### src/hw/rtl/ordered_list_engine_unit_assert.svh
// ----------------------------------------------------------------------------
// ordered list engine assertion macros
// shared concurrent assertion forms, clocked and held off during reset
// ----------------------------------------------------------------------------
`ifndef ORDERED_LIST_ENGINE_UNIT_ASSERT_SVH
`define ORDERED_LIST_ENGINE_UNIT_ASSERT_SVH

// condition holds at every edge out of reset
`define OLE_ASSERT_ALWAYS(label, clk, rst_n, cond, msg) \
	label: assert property (@(posedge clk) disable iff (!rst_n) (cond)) else $error(msg);

// consequence holds in the same cycle as the antecedent
`define OLE_ASSERT_IMPLY(label, clk, rst_n, ante, cons, msg) \
	label: assert property (@(posedge clk) disable iff (!rst_n) (ante) |-> (cons)) \
		else $error(msg);

// consequence holds in the cycle after the antecedent
`define OLE_ASSERT_NEXT(label, clk, rst_n, ante, cons, msg) \
	label: assert property (@(posedge clk) disable iff (!rst_n) (ante) |=> (cons)) \
		else $error(msg);

`endif

### src/hw/rtl/olist_pkg.sv
// ----------------------------------------------------------------------------
// olist_pkg
// field widths, command and status codes and controller states of the
// ordered list engine
// ----------------------------------------------------------------------------
package olist_pkg;

	// field widths of the command and response items
	localparam int ACT_W = 3;
	localparam int POS_W = 7;
	localparam int VAL_W = 32;
	localparam int ST_W  = 2;
	localparam int FND_W = 7;
	localparam int LEN_W = 7;

	// search miss or not a search: all ones
	localparam logic [FND_W-1:0] NOT_FOUND = '1;

	typedef enum logic [ACT_W-1:0] {
		ACT_APPEND = 3'd0,
		ACT_PUSH   = 3'd1,
		ACT_INSERT = 3'd2,
		ACT_DELETE = 3'd3,
		ACT_SEARCH = 3'd4,
		ACT_CLEAR  = 3'd5
	} action_t;

	typedef enum logic [ST_W-1:0] {
		ST_OK    = 2'd0,
		ST_FULL  = 2'd1,
		ST_RANGE = 2'd2
	} status_t;

	typedef enum logic [2:0] {
		S_IDLE,
		S_MOVE,
		S_FILL,
		S_SEARCH,
		S_RESULT
	} state_t;

endpackage

### src/hw/rtl/olist_if.sv
// ----------------------------------------------------------------------------
// olist_if
// command and response channels of the ordered list engine, valid/ready
// ----------------------------------------------------------------------------

// command channel: one item per list operation
interface olist_cmd_if;
	logic                              valid;
	logic                              ready;
	logic [olist_pkg::ACT_W-1:0]       action;
	logic [olist_pkg::POS_W-1:0]       position_in;
	logic signed [olist_pkg::VAL_W-1:0] item_value;

	modport source (output valid, action, position_in, item_value, input ready);
	modport sink   (input valid, action, position_in, item_value, output ready);
endinterface

// response channel: one item per command
interface olist_rsp_if;
	logic                               valid;
	logic                               ready;
	logic [olist_pkg::ST_W-1:0]         status;
	logic signed [olist_pkg::FND_W-1:0] found_position;
	logic [olist_pkg::LEN_W-1:0]        list_length;

	modport source (output valid, status, found_position, list_length, input ready);
	modport sink   (input valid, status, found_position, list_length, output ready);
endinterface

### src/hw/rtl/olist_mem.sv
// ----------------------------------------------------------------------------
// olist_mem
// entry store: one write port, one read port, read data registered
// ----------------------------------------------------------------------------
module olist_mem #(
	parameter int DEPTH  = 64,
	parameter int ADDR_W = 6,
	parameter int DATA_W = 32
) (
	input  logic              clk,
	input  logic              we,
	input  logic [ADDR_W-1:0] waddr,
	input  logic [DATA_W-1:0] wdata,
	input  logic              re,
	input  logic [ADDR_W-1:0] raddr,
	output logic [DATA_W-1:0] rdata
);

	logic [DATA_W-1:0] mem_q [DEPTH];
	logic [DATA_W-1:0] rdata_q;

	// write port
	always_ff @(posedge clk) begin
		if (we) begin
			mem_q[waddr] <= wdata;
		end
	end

	// read port, registered
	always_ff @(posedge clk) begin
		if (re) begin
			rdata_q <= mem_q[raddr];
		end
	end

	assign rdata = rdata_q;

endmodule

### src/hw/rtl/ordered_list_engine_unit.sv
// ----------------------------------------------------------------------------
// ordered_list_engine_unit
// bounded ordered list of signed 32-bit values held in a memory with one
// read and one write port; append, push, insert, delete, search and clear
// commands, one response each
//
//   channel  role    handshake      payload
//   cmd      sink    valid/ready    action, position_in, item_value
//   rsp      source  valid/ready    status, found_position, list_length
//
// commands that move nothing (append, clear, rejected items, delete of the
// last entry) answer from the idle state; insert and delete walk the entries
// that move, and search walks from index 0 up to a hit or the end of the list
// one entry moved or compared per cycle through the one read and one write port
// reset clears the length, the state and the response valid; entry contents are not cleared
// a stalled response holds its item; the next command is still taken and waits
// ----------------------------------------------------------------------------
`include "ordered_list_engine_unit_assert.svh"

module ordered_list_engine_unit #(
	parameter int CAPACITY = 64
) (
	input logic          clk,
	input logic          arst_n,
	olist_cmd_if.sink    cmd,
	olist_rsp_if.source  rsp
);

	localparam int IDX_W = (CAPACITY > 1) ? $clog2(CAPACITY) : 1;
	localparam int CNT_W = $clog2(CAPACITY + 1);
	localparam int POS_W = olist_pkg::POS_W;
	localparam int CMP_W = (CNT_W > POS_W) ? CNT_W : POS_W;
	localparam int VAL_W = olist_pkg::VAL_W;
	localparam int FND_W = olist_pkg::FND_W;
	localparam int LEN_W = olist_pkg::LEN_W;

	olist_pkg::state_t  state_q, state_d;
	logic [CNT_W-1:0]   count_q, count_d;
	logic [IDX_W-1:0]   rd_ptr_q, rd_ptr_d;
	logic [CNT_W-1:0]   left_q, left_d;
	logic               up_q, up_d;
	logic [IDX_W-1:0]   pos_q, pos_d;
	logic [VAL_W-1:0]   val_q, val_d;
	olist_pkg::status_t res_status_q, res_status_d;
	logic [FND_W-1:0]   res_found_q, res_found_d;

	// read stage: address of the entry whose data arrives this cycle
	logic               vld_s1;
	logic [IDX_W-1:0]   addr_s1;

	// response register
	logic               out_vld_q;
	olist_pkg::status_t out_status_q, out_status_d;
	logic [FND_W-1:0]   out_found_q, out_found_d;
	logic [LEN_W-1:0]   out_len_q, out_len_d;
	logic               ld_out;

	// memory ports
	logic               mem_we, mem_re;
	logic [IDX_W-1:0]   mem_waddr, mem_raddr;
	logic [VAL_W-1:0]   mem_wdata, mem_rdata;

	// command decode
	logic               accept, load_ok, full;
	logic [CMP_W-1:0]   pos_ext, cnt_ext;
	logic [CNT_W-1:0]   ins_where, ins_moves, del_moves, pos_cnt;
	logic               del_range;
	logic               imm_done;
	olist_pkg::status_t imm_status;
	logic [FND_W-1:0]   imm_found;

	assign cmd.ready = (state_q == olist_pkg::S_IDLE);
	assign accept    = cmd.valid && cmd.ready;
	assign load_ok   = !out_vld_q || rsp.ready;

	// index arithmetic for insert and delete
	assign pos_ext   = CMP_W'(cmd.position_in);
	assign cnt_ext   = CMP_W'(count_q);
	assign pos_cnt   = CNT_W'(pos_ext);
	assign full      = (count_q == CNT_W'(CAPACITY));
	assign del_range = (pos_ext >= cnt_ext);
	assign ins_moves = count_q - ins_where;
	assign del_moves = count_q - CNT_W'(1) - pos_cnt;

	always_comb begin
		unique case (cmd.action)
			olist_pkg::ACT_PUSH:   ins_where = '0;
			olist_pkg::ACT_INSERT: ins_where = (pos_ext > cnt_ext) ? count_q : pos_cnt;
			default:               ins_where = count_q;
		endcase
	end

	// next state, memory control and response load
	always_comb begin
		state_d      = state_q;
		count_d      = count_q;
		rd_ptr_d     = rd_ptr_q;
		left_d       = left_q;
		up_d         = up_q;
		pos_d        = pos_q;
		val_d        = val_q;
		res_status_d = res_status_q;
		res_found_d  = res_found_q;
		mem_we       = 1'b0;
		mem_waddr    = '0;
		mem_wdata    = '0;
		mem_re       = 1'b0;
		mem_raddr    = rd_ptr_q;
		ld_out       = 1'b0;
		out_status_d = res_status_q;
		out_found_d  = res_found_q;
		out_len_d    = LEN_W'(count_q);
		imm_done     = 1'b0;
		imm_status   = olist_pkg::ST_OK;
		imm_found    = olist_pkg::NOT_FOUND;

		unique case (state_q)
			olist_pkg::S_IDLE: begin
				if (accept) begin
					val_d = cmd.item_value;
					unique case (cmd.action)
						olist_pkg::ACT_APPEND, olist_pkg::ACT_PUSH,
						olist_pkg::ACT_INSERT: begin
							if (full) begin
								imm_done   = 1'b1;
								imm_status = olist_pkg::ST_FULL;
							end else begin
								count_d = count_q + CNT_W'(1);
								if (ins_moves == '0) begin
									mem_we    = 1'b1;
									mem_waddr = IDX_W'(ins_where);
									mem_wdata = cmd.item_value;
									imm_done  = 1'b1;
								end else begin
									state_d  = olist_pkg::S_MOVE;
									up_d     = 1'b1;
									rd_ptr_d = IDX_W'(count_q - CNT_W'(1));
									left_d   = ins_moves;
									pos_d    = IDX_W'(ins_where);
								end
							end
						end
						olist_pkg::ACT_DELETE: begin
							if (del_range) begin
								imm_done   = 1'b1;
								imm_status = olist_pkg::ST_RANGE;
							end else begin
								count_d = count_q - CNT_W'(1);
								if (del_moves == '0) begin
									imm_done = 1'b1;
								end else begin
									state_d  = olist_pkg::S_MOVE;
									up_d     = 1'b0;
									rd_ptr_d = IDX_W'(pos_cnt + CNT_W'(1));
									left_d   = del_moves;
								end
							end
						end
						olist_pkg::ACT_SEARCH: begin
							if (count_q == '0) begin
								imm_done = 1'b1;
							end else begin
								state_d  = olist_pkg::S_SEARCH;
								rd_ptr_d = '0;
								left_d   = count_q;
							end
						end
						olist_pkg::ACT_CLEAR: begin
							count_d  = '0;
							imm_done = 1'b1;
						end
						default: begin
							imm_done = 1'b1;
						end
					endcase

					// commands that finish in the idle state answer now or park the result
					if (imm_done) begin
						if (load_ok) begin
							ld_out       = 1'b1;
							out_status_d = imm_status;
							out_found_d  = imm_found;
							out_len_d    = LEN_W'(count_d);
						end else begin
							state_d      = olist_pkg::S_RESULT;
							res_status_d = imm_status;
							res_found_d  = imm_found;
						end
					end
				end
			end

			olist_pkg::S_MOVE: begin
				// write back the entry read last cycle one place up or down
				if (vld_s1) begin
					mem_we    = 1'b1;
					mem_waddr = up_q ? (addr_s1 + IDX_W'(1)) : (addr_s1 - IDX_W'(1));
					mem_wdata = mem_rdata;
				end
				if (left_q != '0) begin
					mem_re   = 1'b1;
					rd_ptr_d = up_q ? (rd_ptr_q - IDX_W'(1)) : (rd_ptr_q + IDX_W'(1));
					left_d   = left_q - CNT_W'(1);
				end else begin
					state_d      = up_q ? olist_pkg::S_FILL : olist_pkg::S_RESULT;
					res_status_d = olist_pkg::ST_OK;
					res_found_d  = olist_pkg::NOT_FOUND;
				end
			end

			olist_pkg::S_FILL: begin
				mem_we    = 1'b1;
				mem_waddr = pos_q;
				mem_wdata = val_q;
				state_d   = olist_pkg::S_RESULT;
			end

			olist_pkg::S_SEARCH: begin
				res_status_d = olist_pkg::ST_OK;
				if (vld_s1 && (mem_rdata == val_q)) begin
					res_found_d = FND_W'(addr_s1);
					state_d     = olist_pkg::S_RESULT;
				end else if (left_q != '0) begin
					mem_re   = 1'b1;
					rd_ptr_d = rd_ptr_q + IDX_W'(1);
					left_d   = left_q - CNT_W'(1);
				end else if (!vld_s1) begin
					res_found_d = olist_pkg::NOT_FOUND;
					state_d     = olist_pkg::S_RESULT;
				end
			end

			olist_pkg::S_RESULT: begin
				if (load_ok) begin
					ld_out  = 1'b1;
					state_d = olist_pkg::S_IDLE;
				end
			end

			default: begin
				state_d = olist_pkg::S_IDLE;
			end
		endcase
	end

	// controller registers
	always_ff @(posedge clk or negedge arst_n) begin
		if (!arst_n) begin
			state_q <= olist_pkg::S_IDLE;
			count_q <= '0;
			vld_s1  <= 1'b0;
		end else begin
			state_q <= state_d;
			count_q <= count_d;
			vld_s1  <= mem_re;
		end
	end

	// working payload, no reset
	always_ff @(posedge clk) begin
		rd_ptr_q     <= rd_ptr_d;
		left_q       <= left_d;
		up_q         <= up_d;
		pos_q        <= pos_d;
		val_q        <= val_d;
		res_status_q <= res_status_d;
		res_found_q  <= res_found_d;
		addr_s1      <= mem_raddr;
	end

	// response register
	always_ff @(posedge clk or negedge arst_n) begin
		if (!arst_n) begin
			out_vld_q <= 1'b0;
		end else if (ld_out) begin
			out_vld_q <= 1'b1;
		end else if (rsp.ready) begin
			out_vld_q <= 1'b0;
		end
	end

	always_ff @(posedge clk) begin
		if (ld_out) begin
			out_status_q <= out_status_d;
			out_found_q  <= out_found_d;
			out_len_q    <= out_len_d;
		end
	end

	assign rsp.valid          = out_vld_q;
	assign rsp.status         = out_status_q;
	assign rsp.found_position = out_found_q;
	assign rsp.list_length    = out_len_q;

	// entry store
	olist_mem #(
		.DEPTH  (CAPACITY),
		.ADDR_W (IDX_W),
		.DATA_W (VAL_W)
	) u_mem (
		.clk   (clk),
		.we    (mem_we),
		.waddr (mem_waddr),
		.wdata (mem_wdata),
		.re    (mem_re),
		.raddr (mem_raddr),
		.rdata (mem_rdata)
	);

	// checks
	`OLE_ASSERT_ALWAYS(a_count_bound, clk, arst_n, count_q <= CNT_W'(CAPACITY), "length beyond capacity")
	`OLE_ASSERT_IMPLY(a_no_rw_clash, clk, arst_n, mem_we && mem_re, mem_waddr != mem_raddr, "read and write hit one entry")
	`OLE_ASSERT_IMPLY(a_s1_in_walk, clk, arst_n, vld_s1, state_q == olist_pkg::S_MOVE || state_q == olist_pkg::S_SEARCH, "read data outside a walk")
	`OLE_ASSERT_NEXT(a_count_steady, clk, arst_n, state_q != olist_pkg::S_IDLE, count_q == $past(count_q), "length changed during a walk")

endmodule
### src/flat_wrapper.sv
// flat-port wrapper written by rule: the top's interface ports become plain ports
module ordered_list_engine_unit_flat 
#(
	parameter int CAPACITY = 64
)
  (clk, arst_n, cmd_valid, cmd_action, cmd_position_in, cmd_item_value, cmd_ready, rsp_valid, rsp_status, rsp_found_position, rsp_list_length, rsp_ready);
  olist_cmd_if cmd_i ();
  olist_rsp_if rsp_i ();
  input logic clk;
  input logic arst_n;
  input wire logic [$bits(cmd_i.valid)-1:0] cmd_valid;
  input wire logic [$bits(cmd_i.action)-1:0] cmd_action;
  input wire logic [$bits(cmd_i.position_in)-1:0] cmd_position_in;
  input wire logic [$bits(cmd_i.item_value)-1:0] cmd_item_value;
  output wire logic [$bits(cmd_i.ready)-1:0] cmd_ready;
  output wire logic [$bits(rsp_i.valid)-1:0] rsp_valid;
  output wire logic [$bits(rsp_i.status)-1:0] rsp_status;
  output wire logic [$bits(rsp_i.found_position)-1:0] rsp_found_position;
  output wire logic [$bits(rsp_i.list_length)-1:0] rsp_list_length;
  input wire logic [$bits(rsp_i.ready)-1:0] rsp_ready;
  assign cmd_i.valid = cmd_valid;
  assign cmd_i.action = cmd_action;
  assign cmd_i.position_in = cmd_position_in;
  assign cmd_i.item_value = cmd_item_value;
  assign cmd_ready = cmd_i.ready;
  assign rsp_valid = rsp_i.valid;
  assign rsp_status = rsp_i.status;
  assign rsp_found_position = rsp_i.found_position;
  assign rsp_list_length = rsp_i.list_length;
  assign rsp_i.ready = rsp_ready;
  ordered_list_engine_unit #(.CAPACITY(CAPACITY)) u_core (.clk(clk), .arst_n(arst_n), .cmd(cmd_i), .rsp(rsp_i));
endmodule
### config.mk
export PLATFORM = sky130hd
export DESIGN_NAME = ordered_list_engine_unit_flat
export DESIGN_NICKNAME = d
export VERILOG_FILES = /design/src/hw/rtl/olist_pkg.sv /design/src/hw/rtl/olist_if.sv /design/src/hw/rtl/olist_mem.sv /design/src/hw/rtl/ordered_list_engine_unit.sv /design/src/flat_wrapper.sv
export VERILOG_INCLUDE_DIRS = /design/src /design/src/hw/rtl
export SDC_FILE = /design/constraint.sdc
export NUM_CORES = 2
export LEC_CHECK = 0
export ABC_CLOCK_PERIOD_IN_PS = 8700
export BUFFER_PORTS_ARGS = -buffer_cell sky130_fd_sc_hd__buf_2
export CAP_MARGIN = 0
export CORE_MARGIN = 2
export CORE_UTILIZATION = 25
export DETAILED_ROUTE_END_ITERATION = 7
export GPL_ROUTABILITY_DRIVEN = 0
export PLACE_DENSITY = 0.4
export SLEW_MARGIN = 20
export SYNTH_ARGS = -nofsm -noshare
export SYNTH_HDL_FRONTEND = slang
export SYNTH_SLANG_ARGS = --single-unit
### constraint.sdc
create_clock -name clk -period 8.7 [get_ports clk]
set_input_delay 1.74 -clock clk [delete_from_list [all_inputs] [get_ports clk]]
set_output_delay 1.74 -clock clk [all_outputs]
set_load 0.005 [all_outputs]
==> impl_metrics.py <==
metrics = {
    "floorplanning": {
        "dieArea_um2": 348200,
        "rows": 215,
        "core-area_um2": 342400,
        "die_h_um": 590.1,
        "initial_core_util_pct": 25.07,
        "pin_count": 64,
        "fp.dieW_um": 590.1,
    },
    "setup_path": {
        "timing.critical_path.buf_inv": 5,
        "startpoint": "u_core.cnt_ext[2]$_DFFE_PN0P_",
        "crit_slowest_cell": "nor4_2",
        "cp_data_required_time_ns": 9.22,
        "cp.arrival_ns": 7.45,
        "worstSetupStartpointType": "flop",
        "path_delay_family": "simple AND/OR/NAND/NOR gates",
        "path_class": "reg2reg",
        "endpoint": "u_core.u_mem.mem_q[27][25]$_DFFE_PP_",
        "cp.depth": 21,
        "cp_max_fo": 26,
        "r2r_end": "u_core.u_mem.mem_q[27][25]$_DFFE_PP_",
        "path_common_cell": "inv_1",
        "reg2reg_depth": 21,
        "reg2reg_from": "u_core.cnt_ext[2]$_DFFE_PN0P_",
        "cp-end-kind": "flop",
        "slowest_delay_ns": 0.85,
        "r2r_setup_slack_ns": 1.78,
        "worstPathCellList": "inv_1, ha_1, nand3b_1, a21oi_2, o21ai_2, a21oi_1, or2_2, a22oi_1, buf_4, inv_1, ha_1, inv_1, nor2_1, o2111ai_1, o2bb2ai_1, xor2_1, and3_1, nand4_1, a221o_2, nor4_2, buf_4",
    },
    "route": {
        "via_count": 41050,
        "ant_nets": 0,
        "wire_per_inst_um": 27.45,
        "viasPerCell": 4.602,
        "route.detailed.drc": 2,
        "wl_um": 244900,
        "dr.pass1.iters": 8,
        "drt-initial-drc-count": 4007,
    },
    "logic_synthesis": {
        "synth-async-reset-ratio_pct": 0.5517,
        "synth-seq-cells": 2175,
        "synth_edf_count": 2157,
        "syn_area_per_cell_um2": 22.09,
        "syn_inst": 3887,
        "synth_fp_nets": 3963,
        "syn-cell-area_um2": 85870,
        "ys_seq_area_share_pct": 75.92,
        "synth_flop_cell": "edfxtp_1",
        "ys_types": 90,
        "yosysWarnings": 0,
    },
    "clock_tree": {
        "cts.sinks": 2175,
        "htreeDepth": 4,
        "numCtsBuffers": 238,
        "clk_latency_ns": 0.89,
        "cts-resized-gates": 0,
        "ctsHoldBuffers": 0,
        "cts.path.max_buffers": 4,
        "clk_pin_slew_ns": 0.06,
        "cts_setup_buffers": 0,
        "tritoncts": "done",
        "clock_tree.root_cell": "clkbuf_16",
    },
    "timing": {
        "worstMarginPinSlew_ns": 1.282,
        "max-slew-margin-rel_pct": 14.55,
        "maxSlewViolCount": 0,
        "period_minus_slack_ns": 6.923,
        "max_freq_mhz": 144.4,
        "skew_ns": 0.05226,
        "hold_viol_final": 0,
        "setup_viol": 0,
        "rsz0062_at_grt": "no",
        "fin_ws_ns": 1.777,
        "period_share_pct": 79.58,
    },
    "power": {
        "power_per_cell_area_nw_per_um2": 339.7,
        "power.leakage_nw": 31.26,
        "ir_drop_mv": 0.2156,
    },
    "layout": {
        "fillCellCount": 33220,
        "seq_area_um2": 65190,
        "finalNetCount": 4241,
        "final_area_um2": 100700,
        "drive_above_1_share_pct": 29.44,
        "multi_input_area_um2": 20010,
        "areaGrowthSynthToFinish_pct": 17.27,
        "fin_util_pct": 29.41,
    },
    "global_route": {
        "grt_pass1_vias": 42570,
        "overflow": 0,
        "antenna_found_initial": 26,
        "grt_start_max_net_pins": 97,
        "grt_pass1_wl_um": 343800,
        "gr-usage-all-layers_pct": 13.87,
    },
    "placed_design": {
        "io_buffers": 63,
        "dp_hpwl_um": 147200,
        "dpl_worst_slack_ns": 0.9844,
        "dpl_cell_area_um2": 93490,
    },
    "outcome": {
        "violations": "DRC",
        "status": "finished, violations left",
    },
    "hold_path": {
        "min_path_type": "reg2reg",
    },
    "flow_run": {
        "maxCapViolations": 0,
    },
}
==> power by group <==
| group | internal [W] | switching (W) | leakage (nW) |
|---|---|---|---|
| clock | 0.00541 | 0.00408 | 3.50 |
| combinational | 0.00421 | 0.00711 | 7.68 |
| sequential | 0.0131 | 0.000289 | 20.1 |
| total | 0.0227 | 0.0115 | 31.3 |
==> synth_stat cells (all sizes together) (4+ instances only) <==
library cell / n / share of area [%]
o2111ai: 4 / 0.041
nand4: 16 / 0.12
a22oi: 15 / 0.13
mux2i: 84 / 0.99
o211ai: 11 / 0.11
clkbuf: 106 / 0.48
inv: 78 / 0.34
nand3: 20 / 0.12
o221ai: 27 / 0.28
or2: 9 / 0.066
or2b: 6 / 0.052
nor2b: 7 / 0.060
a222oi: 33 / 0.38
dfxtp: 6 / 0.14
mux4: 607 / 16
nand2b: 8 / 0.058
and3: 5 / 0.036
edfxtp: 2157 / 75
mux2: 8 / 0.11
nor3: 57 / 0.36
a221oi: 16 / 0.16
a21oi: 64 / 0.38
nand2: 82 / 0.36
a211oi: 9 / 0.079
xor2: 23 / 0.24
nor4: 33 / 0.30
o311ai: 4 / 0.041
dfrtp: 12 / 0.35
o31ai: 4 / 0.051
nor2: 68 / 0.30
ha: 28 / 0.41
a221o: 5 / 0.060
o21ai: 44 / 0.27
a31oi: 12 / 0.087
o22ai: 23 / 0.17
xnor2: 41 / 0.42
a21o: 6 / 0.052
buf: 102 / 0.53
==> final cells by class <==
type	instances	area share [%]
Multi-Input combinational cell	1426	19.87
Inverter	78	0.2907
Timing Repair Buffer	246	2.296
Clock inverter	125	0.9120
Antenna cell	13	0.03230
Clock buffer	301	6.201
Tap cell	4557	5.662
Sequential cell	2175	64.74
==> kinds of logic after synthesis <==
logic type | after synthesis | share of synthesized area [%]
AOI/OAI and AO/OA | 304 | 2.582
xor gates and xnor gates | 64 | 0.6615
adders and majority gates | 30 | 0.4546
buffers and inverters | 286 | 1.342
DFF | 2175 | 75.92
muxes | 699 | 17.02
and+or+nand+nor | 329 | 2.015
==> registers in the layout, summed over array words and instances (netlist names), 3 cells and up <==
name,flops
u_core.rsp.list_length,7
u_core.addr_s1,6
u_core.pos_q,6
u_core.state_q,3
u_core.u_mem.mem_q,2048
u_core.val_q,32
u_core.mem_raddr,6
u_core.cnt_ext,7
u_core.left_q,7
u_core.res_found_q,7
u_core.rsp.found_position,7
u_core.u_mem.rdata,32
==> worst min path at each step <==
stage | startpoint | end | cells past startpoint
3_3_place_gp | u_core.addr_s1[2]$_DFF_P_ | u_core.res_found_q[2]$_SDFFCE_PN1P_ | 1
3_5_place_dp | u_core.res_status_q[0]$_SDFFCE_PN0P_ | u_core.rsp.status[0]$_DFFE_PP_ | 1
6_report | u_core.addr_s1[2]$_DFF_P_ | u_core.res_found_q[2]$_SDFFCE_PN1P_ | 1
5_1_grt | u_core.addr_s1[2]$_DFF_P_ | u_core.res_found_q[2]$_SDFFCE_PN1P_ | 1
4_1_cts | u_core.addr_s1[2]$_DFF_P_ | u_core.res_found_q[2]$_SDFFCE_PN1P_ | 1
2_1_floorplan | u_core.mem_raddr[3]$_DFFE_PP_ | u_core.addr_s1[3]$_DFF_P_ | 0
==> layout by cell type (no fill, tap or decap), types with 23 or more instances in the layout <==
cell and instances:
clkbuf_16 240, edfxtp_1 2157, o21ai_0 39, nor3_2 35
nor2_1 55, ha_1 28, nand2_1 81, o221ai_1 26
inv_1 65, mux2i_1 83, buf_12 50, mux4_2 607
a21oi_1 62, clkinv_1 71, clkinv_2 41, buf_4 132
clkbuf_1 60, o22ai_1 23, xnor2_1 39, a222oi_1 33
buf_2 64
==> per-layer routing <==
metal	vias up	track usage [%]	share of wire (%)
li1	17210	-	-
met1	22520	20.17	46
met2	1027	21.79	47
met3	296	2.148	4.7
met4	0	3.117	2.3
met5	-	0	0
==> metrics by stage <==
| stage | hold slack [ns] | power (W) | std cells | TNS [ns] |
|---|---|---|---|---|
| CTS | 0.5244 | 0.03480 | 8908 | 0 |
| floorplan | 0.3462 | 0.02037 | 3887 | -55.85 |
| global placement | 0.5385 | 0.02516 | 8481 | 0 |
| finish | 0.5262 | 0.03421 | 8921 | 0 |
| detailed placement | 0.5285 | 0.02518 | 8482 | 0 |
| global route | 0.5490 | 0.03572 | 8910 | 0 |
Power figures use the tool's default switching activity.
